## src/rtl/ppu_mul.sv

```systemverilog
`timescale 1ns / 1ps
// Shared signed 33x33 multiply with arithmetic right shift (floor), registered.
module ppu_mul
(
    input  logic               clk,
    input  logic signed [32:0] a,
    input  logic signed [32:0] b,
    input  logic [4:0]         shamt,
    output logic signed [65:0] prod_reg
);
    logic signed [65:0] prod_next;
    always_comb
    begin
        prod_next = (66'(a) * 66'(b)) >>> shamt;
    end
    always_ff @(posedge clk)
    begin
        prod_reg <= prod_next;
    end
endmodule

```

## config.mk

```make
export PLATFORM = sky130hd
export DESIGN_NAME = ppu_mul
export DESIGN_NICKNAME = d
export VERILOG_FILES = /design/src/rtl/ppu_mul.sv
export SDC_FILE = /design/constraint.sdc
export NUM_CORES = 2
export LEC_CHECK = 0
export BUFFER_PORTS_ARGS = -buffer_cell sky130_fd_sc_hd__buf_2
export CORE_ASPECT_RATIO = 0.75
export CORE_MARGIN = 2
export CORE_UTILIZATION = 55
export CTS_BUF_LIST = sky130_fd_sc_hd__clkbuf_16
export CTS_CLUSTER_DIAMETER = 50
export DETAILED_ROUTE_END_ITERATION = 10
export PLACE_DENSITY_LB_ADDON = 0.08
export SYNTH_ARGS = -nofsm -noshare
export SYNTH_HDL_FRONTEND = slang
export SYNTH_SLANG_ARGS = --single-unit
export TNS_END_PERCENT = 5
```

## constraint.sdc

```tcl
create_clock -name clk -period 17.45 [get_ports clk]
set_input_delay 3.49 -clock clk [delete_from_list [all_inputs] [get_ports clk]]
set_output_delay 3.49 -clock clk [all_outputs]
set_load 0.03 [all_outputs]
```

== Word-level counts from Yosys, hierarchy flattened ==
Cells that the tools add are included.

* Multipliers: 1
* Shifts and indexed selects: 1

{| class="wikitable"
|+ Operator list
! operator !! number
|-
| 33-bit by 33-bit multiplier with 66-bit output || 1
|-
| 66-bit by 5-bit >>> shifter with 66-bit output || 1
|}

* Register bits after elaboration: 66
* Bits of input ports: 72
* Output and inout port bits: 66
* Word-level logic and storage cells: 3

== Logic depth before layout (Yosys ltp) ==
* Word-level depth: 2
* Gate-level depth with buffers: 32
* Gate-level depth less buffers: 30

== Least setup slack after synthesis ==
OpenSTA, ideal clock, no wires.

* Path kind: in2reg
* From: input port a[32]
* To: register prod_reg[41]
* Library setup time: 0.134 ns
* Data arrival time: 11.729 ns
* Required time: 17.316 ns
* Setup slack: 5.586 ns
* Cell stages on the path: 28
* Path through: clkbuf_1 > nand2_1 > inv_1 > fa_1 > fa_1 > fa_1 > fa_1 > inv_1 > fa_1 > inv_1 > fa_1 > fa_1 > inv_1 > fa_1 > inv_1 > ha_1 > buf_2 > a21oi_1 > o21ai_1 > a2111oi_2 > nor2_2 > or4_4 > o22ai_4 > xnor2_1 > o22ai_2 > nor3b_1 > or2_0 > mux4_2

* Longest elaborated chain between the ends: 2

{| class="wikitable"
|+ RTL lines
! what !! line !! text
|-
| start, declared || 6 || <nowiki>input logic signed [32:0] a,</nowiki>
|-
| 33-bit by 33-bit multiplier with 66-bit output || 14 || <nowiki>prod_next = (66'(a) * 66'(b)) >>> shamt;</nowiki>
|-
| 66-bit by 5-bit >>> shifter with 66-bit output || 14 ||
|-
| named net prod_next[41] || 11 || <nowiki>logic signed [65:0] prod_next;</nowiki>
|-
| end signal, assigned || 18 || <nowiki>prod_reg <= prod_next;</nowiki>
|-
| end, declared || 9 || <nowiki>output logic signed [65:0] prod_reg</nowiki>
|}

The timed path passes the listed nets, and every way through them passes these cells.

== Worst setup path in the final report ==
* From: input port a[32]
* To: register prod_reg[35]

Same word-level chain as after synthesis.

==> impl_summary.log <==
INFO  metric outcome = finished clean
INFO  metric postCtsResizedCells = 0
INFO  metric place_inst = 6025
INFO  metric largest_register_ff_count = 66
INFO  metric cts.hold.buffers_added = 0
INFO  metric dominantRegCellSynth = sky130_fd_sc_hd__dfxtp_1
INFO  metric placement_rows = 91
INFO  metric synth.net_count = 6478
INFO  metric synth_enable_flop_cells = 0
INFO  metric hold_start = shamt[4]
INFO  metric drt-vias-per-instance = 5.66
INFO  metric ys_seq_elements = 66
INFO  metric placer_congestion_estimate = 0.946
INFO  metric cts_made_buffers = 9
INFO  metric min_path_type = in -> reg
INFO  metric grt_first_pass_wirelength = 211000 µm
INFO  metric grt.total_usage = 31.8%
INFO  metric initial_utilization = 55.5%
INFO  metric io_buffers = 137
INFO  metric grt-ovfl-total = 0
INFO  metric grt_max_degree = 67
INFO  metric syn-cell-area = 0.0456 mm²
INFO  metric post-synth-top-area-cell = sky130_fd_sc_hd__fa_1
INFO  metric cts_setup_buffers = 0
INFO  metric design.core.area = between 0.08 and 0.09 mm²
INFO  metric yosys_warnings = 0
INFO  metric crit_buf_inv = 7
INFO  metric unrepaired_setup_endpoints_after_global_routing = no
INFO  metric finalSetupViolations = 0
INFO  metric critical_path_class = in -> reg
INFO  metric timing.critical_path.arrival = 13.44 ns
INFO  metric critical_path.startpoint_type = input pin
INFO  metric cts.reportedPaths.clkPinSlew = 0.06 ns
INFO  metric asyncSetResetFlopFracSynth = 0%
INFO  metric tritoncts_num_sinks = 66
INFO  metric synth_top_cell_area_share = 50.3%
INFO  metric finish.cell_count_without_fillers = 6044
INFO  metric average_size_of_a_mapped_cell = 9.03 µm²
INFO  metric tightest_slew = 1.08 ns
INFO  metric slowest_delay = 0.89 ns
INFO  metric max-cap-violations = 0
INFO  metric drt_iter0_markers = 2680
INFO  metric layout.area.seq = 0.00132 mm²
INFO  metric syn_inst = 5044
INFO  metric via_count = roughly 34000
INFO  metric grt_pass1_vias = 36729
INFO  metric holdPathEnd = prod_reg[40]$_DFF_P_
INFO  metric timing.final.hold_violations = 0
INFO  metric synth.distinct_cells = 94
INFO  metric critPathRequiredTime = between 15 and 20 ns
INFO  metric die_height = around 250 µm
INFO  metric multi_input_comb_area = around 0.039 mm²
INFO  metric io-pin-count = 138
INFO  metric h-tree-depth = 3
INFO  metric post_synth_main_area_contributors = sky130_fd_sc_hd__fa_1 50%, sky130_fd_sc_hd__inv_1 8.8%, sky130_fd_sc_hd__and2_1 7.7%
INFO  metric wl_per_cell = 21.3 µm
INFO  metric post_route_cells_drive_above_1_share = 5.54%
INFO  metric layout.cells.most_common = sky130_fd_sc_hd__fa_1
INFO  metric crit_slowest_cell = sky130_fd_sc_hd__fa_1
INFO  metric n_fill_cell = 7574
INFO  metric critical_path_peak_fanout = 33
INFO  metric floorplan.die_area = 0.0852 mm²
INFO  metric dp_hpwl = 105000 µm
INFO  metric commonest_cells_after_routing_fill_and_taps_aside = 1145 x sky130_fd_sc_hd__fa_1, 1068 x sky130_fd_sc_hd__inv_1, 644 x sky130_fd_sc_hd__nand2_1, 563 x sky130_fd_sc_hd__and2_1, 217 x sky130_fd_sc_hd__ha_1
INFO  metric route.antenna.remaining_nets = 0
INFO  metric drv_slew = 0
INFO  metric sequential_element_share_of_the_synthesized_area = under 10%
INFO  metric cts_tree = built
INFO  metric hold-path-cell-count = 2
INFO  metric relSlewSlack = between 20% and 30%
INFO  metric setup_tns = 0 ns
INFO  metric syn2layout_area_growth = 3.17%
INFO  metric clockRootBuffer = sky130_fd_sc_hd__clkbuf_16
INFO  metric clock_path_buffers = 2
INFO  metric finalWorstPathRequiredPeriod = between 10 and 15 ns
INFO  metric floorplan.die.width = roughly 340 µm
INFO  metric timing.critical_path.to_type = register
INFO  metric antenna_found_initial = 1
INFO  metric max_clock_freq = 0.0755 GHz
INFO  metric crit_top_cell = sky130_fd_sc_hd__fa_1
INFO  metric critical_path.top_delay_family = adder cells
INFO  metric routed_wirelength = 129000 µm
INFO  metric crit_path_start = a[32]
INFO  metric dr.pass1.iters = 5
INFO  metric nets = around 6400
INFO  metric finalCritPeriodShare = between 70% and 80%
INFO  metric remaining_drc_errors = 0
[metrics by stage]
| stage | hold slack (ns) | worst slack (ns) | area (µm²) | utilization [%] |
|---|---|---|---|---|
| floorplan | 3.70 | 5.59 | 45600 | - |
| global placement | 3.85 | 4.15 | 46700 | 56.9 |
| detailed placement | 3.85 | 3.89 | 46700 | 56.9 |
| CTS | 3.52 | 4.20 | 47000 | 57.2 |
| global route | 3.53 | 3.55 | 47000 | 57.2 |
| finish | 3.55 | 4.20 | 47000 | 57.3 |
[Yosys cell counts, drive strengths merged, types with 21 or more instances]
library cell and instances:
fa 1145, inv 1071, nand2 644, and2 564
clkbuf 264, ha 217, nor2 129, a21oi 126
o21ai 103, mux2i 95, dfxtp 66, nor3 44
xnor2 40, mux2 36, buf 35, nand4 31
a211oi 29, nand3 28, o211ai 25, o22ai 22
xor2 22, o21a 21
[cell families (layout without fill, tap and decap cells)]
kind of cell,count (synthesis),in the layout,synth area share (%)
fa+ha+maj,1362,1362,56.3
simple gates,1544,1544,17.0
buf+inv,1372,1253,11.4
other cells,0,3,0
xor+xnor,62,62,1.19
mux,151,151,3.97
flops,66,66,2.90
compound gates,487,487,7.33
[metal layers]
metal	global-route usage [%]	part of all wire (%)
met1	48.4	46
met2	50.7	46
met3	3.35	6.9
met4	4.10	1.3
met5	0	0
[cell type report]
class	count	area share (%)
antenna	3	0.0160
clock buffer	9	0.479
tap	1116	2.97
multi-input combinational	3606	83.1
clock inverter	7	0.181
sequential	66	2.81
inverter	1073	8.57
timing repair buffer	164	1.89
[worst max-delay path by stage]
stage                            to  cells past startpoint  slack (ns)
2_1_floorplan  prod_reg[41]$_DFF_P_                     28        5.59
3_5_place_dp   prod_reg[35]$_DFF_P_                     27        3.89
4_1_cts        prod_reg[35]$_DFF_P_                     27        4.20
5_1_grt        prod_reg[35]$_DFF_P_                     27        3.55
6_report       prod_reg[35]$_DFF_P_                     27        4.20
3_3_place_gp   prod_reg[35]$_DFF_P_                     26        4.15
Power is not shown: default switching activity piles up to over one toggle a cycle in this logic, so the estimate is an artifact.
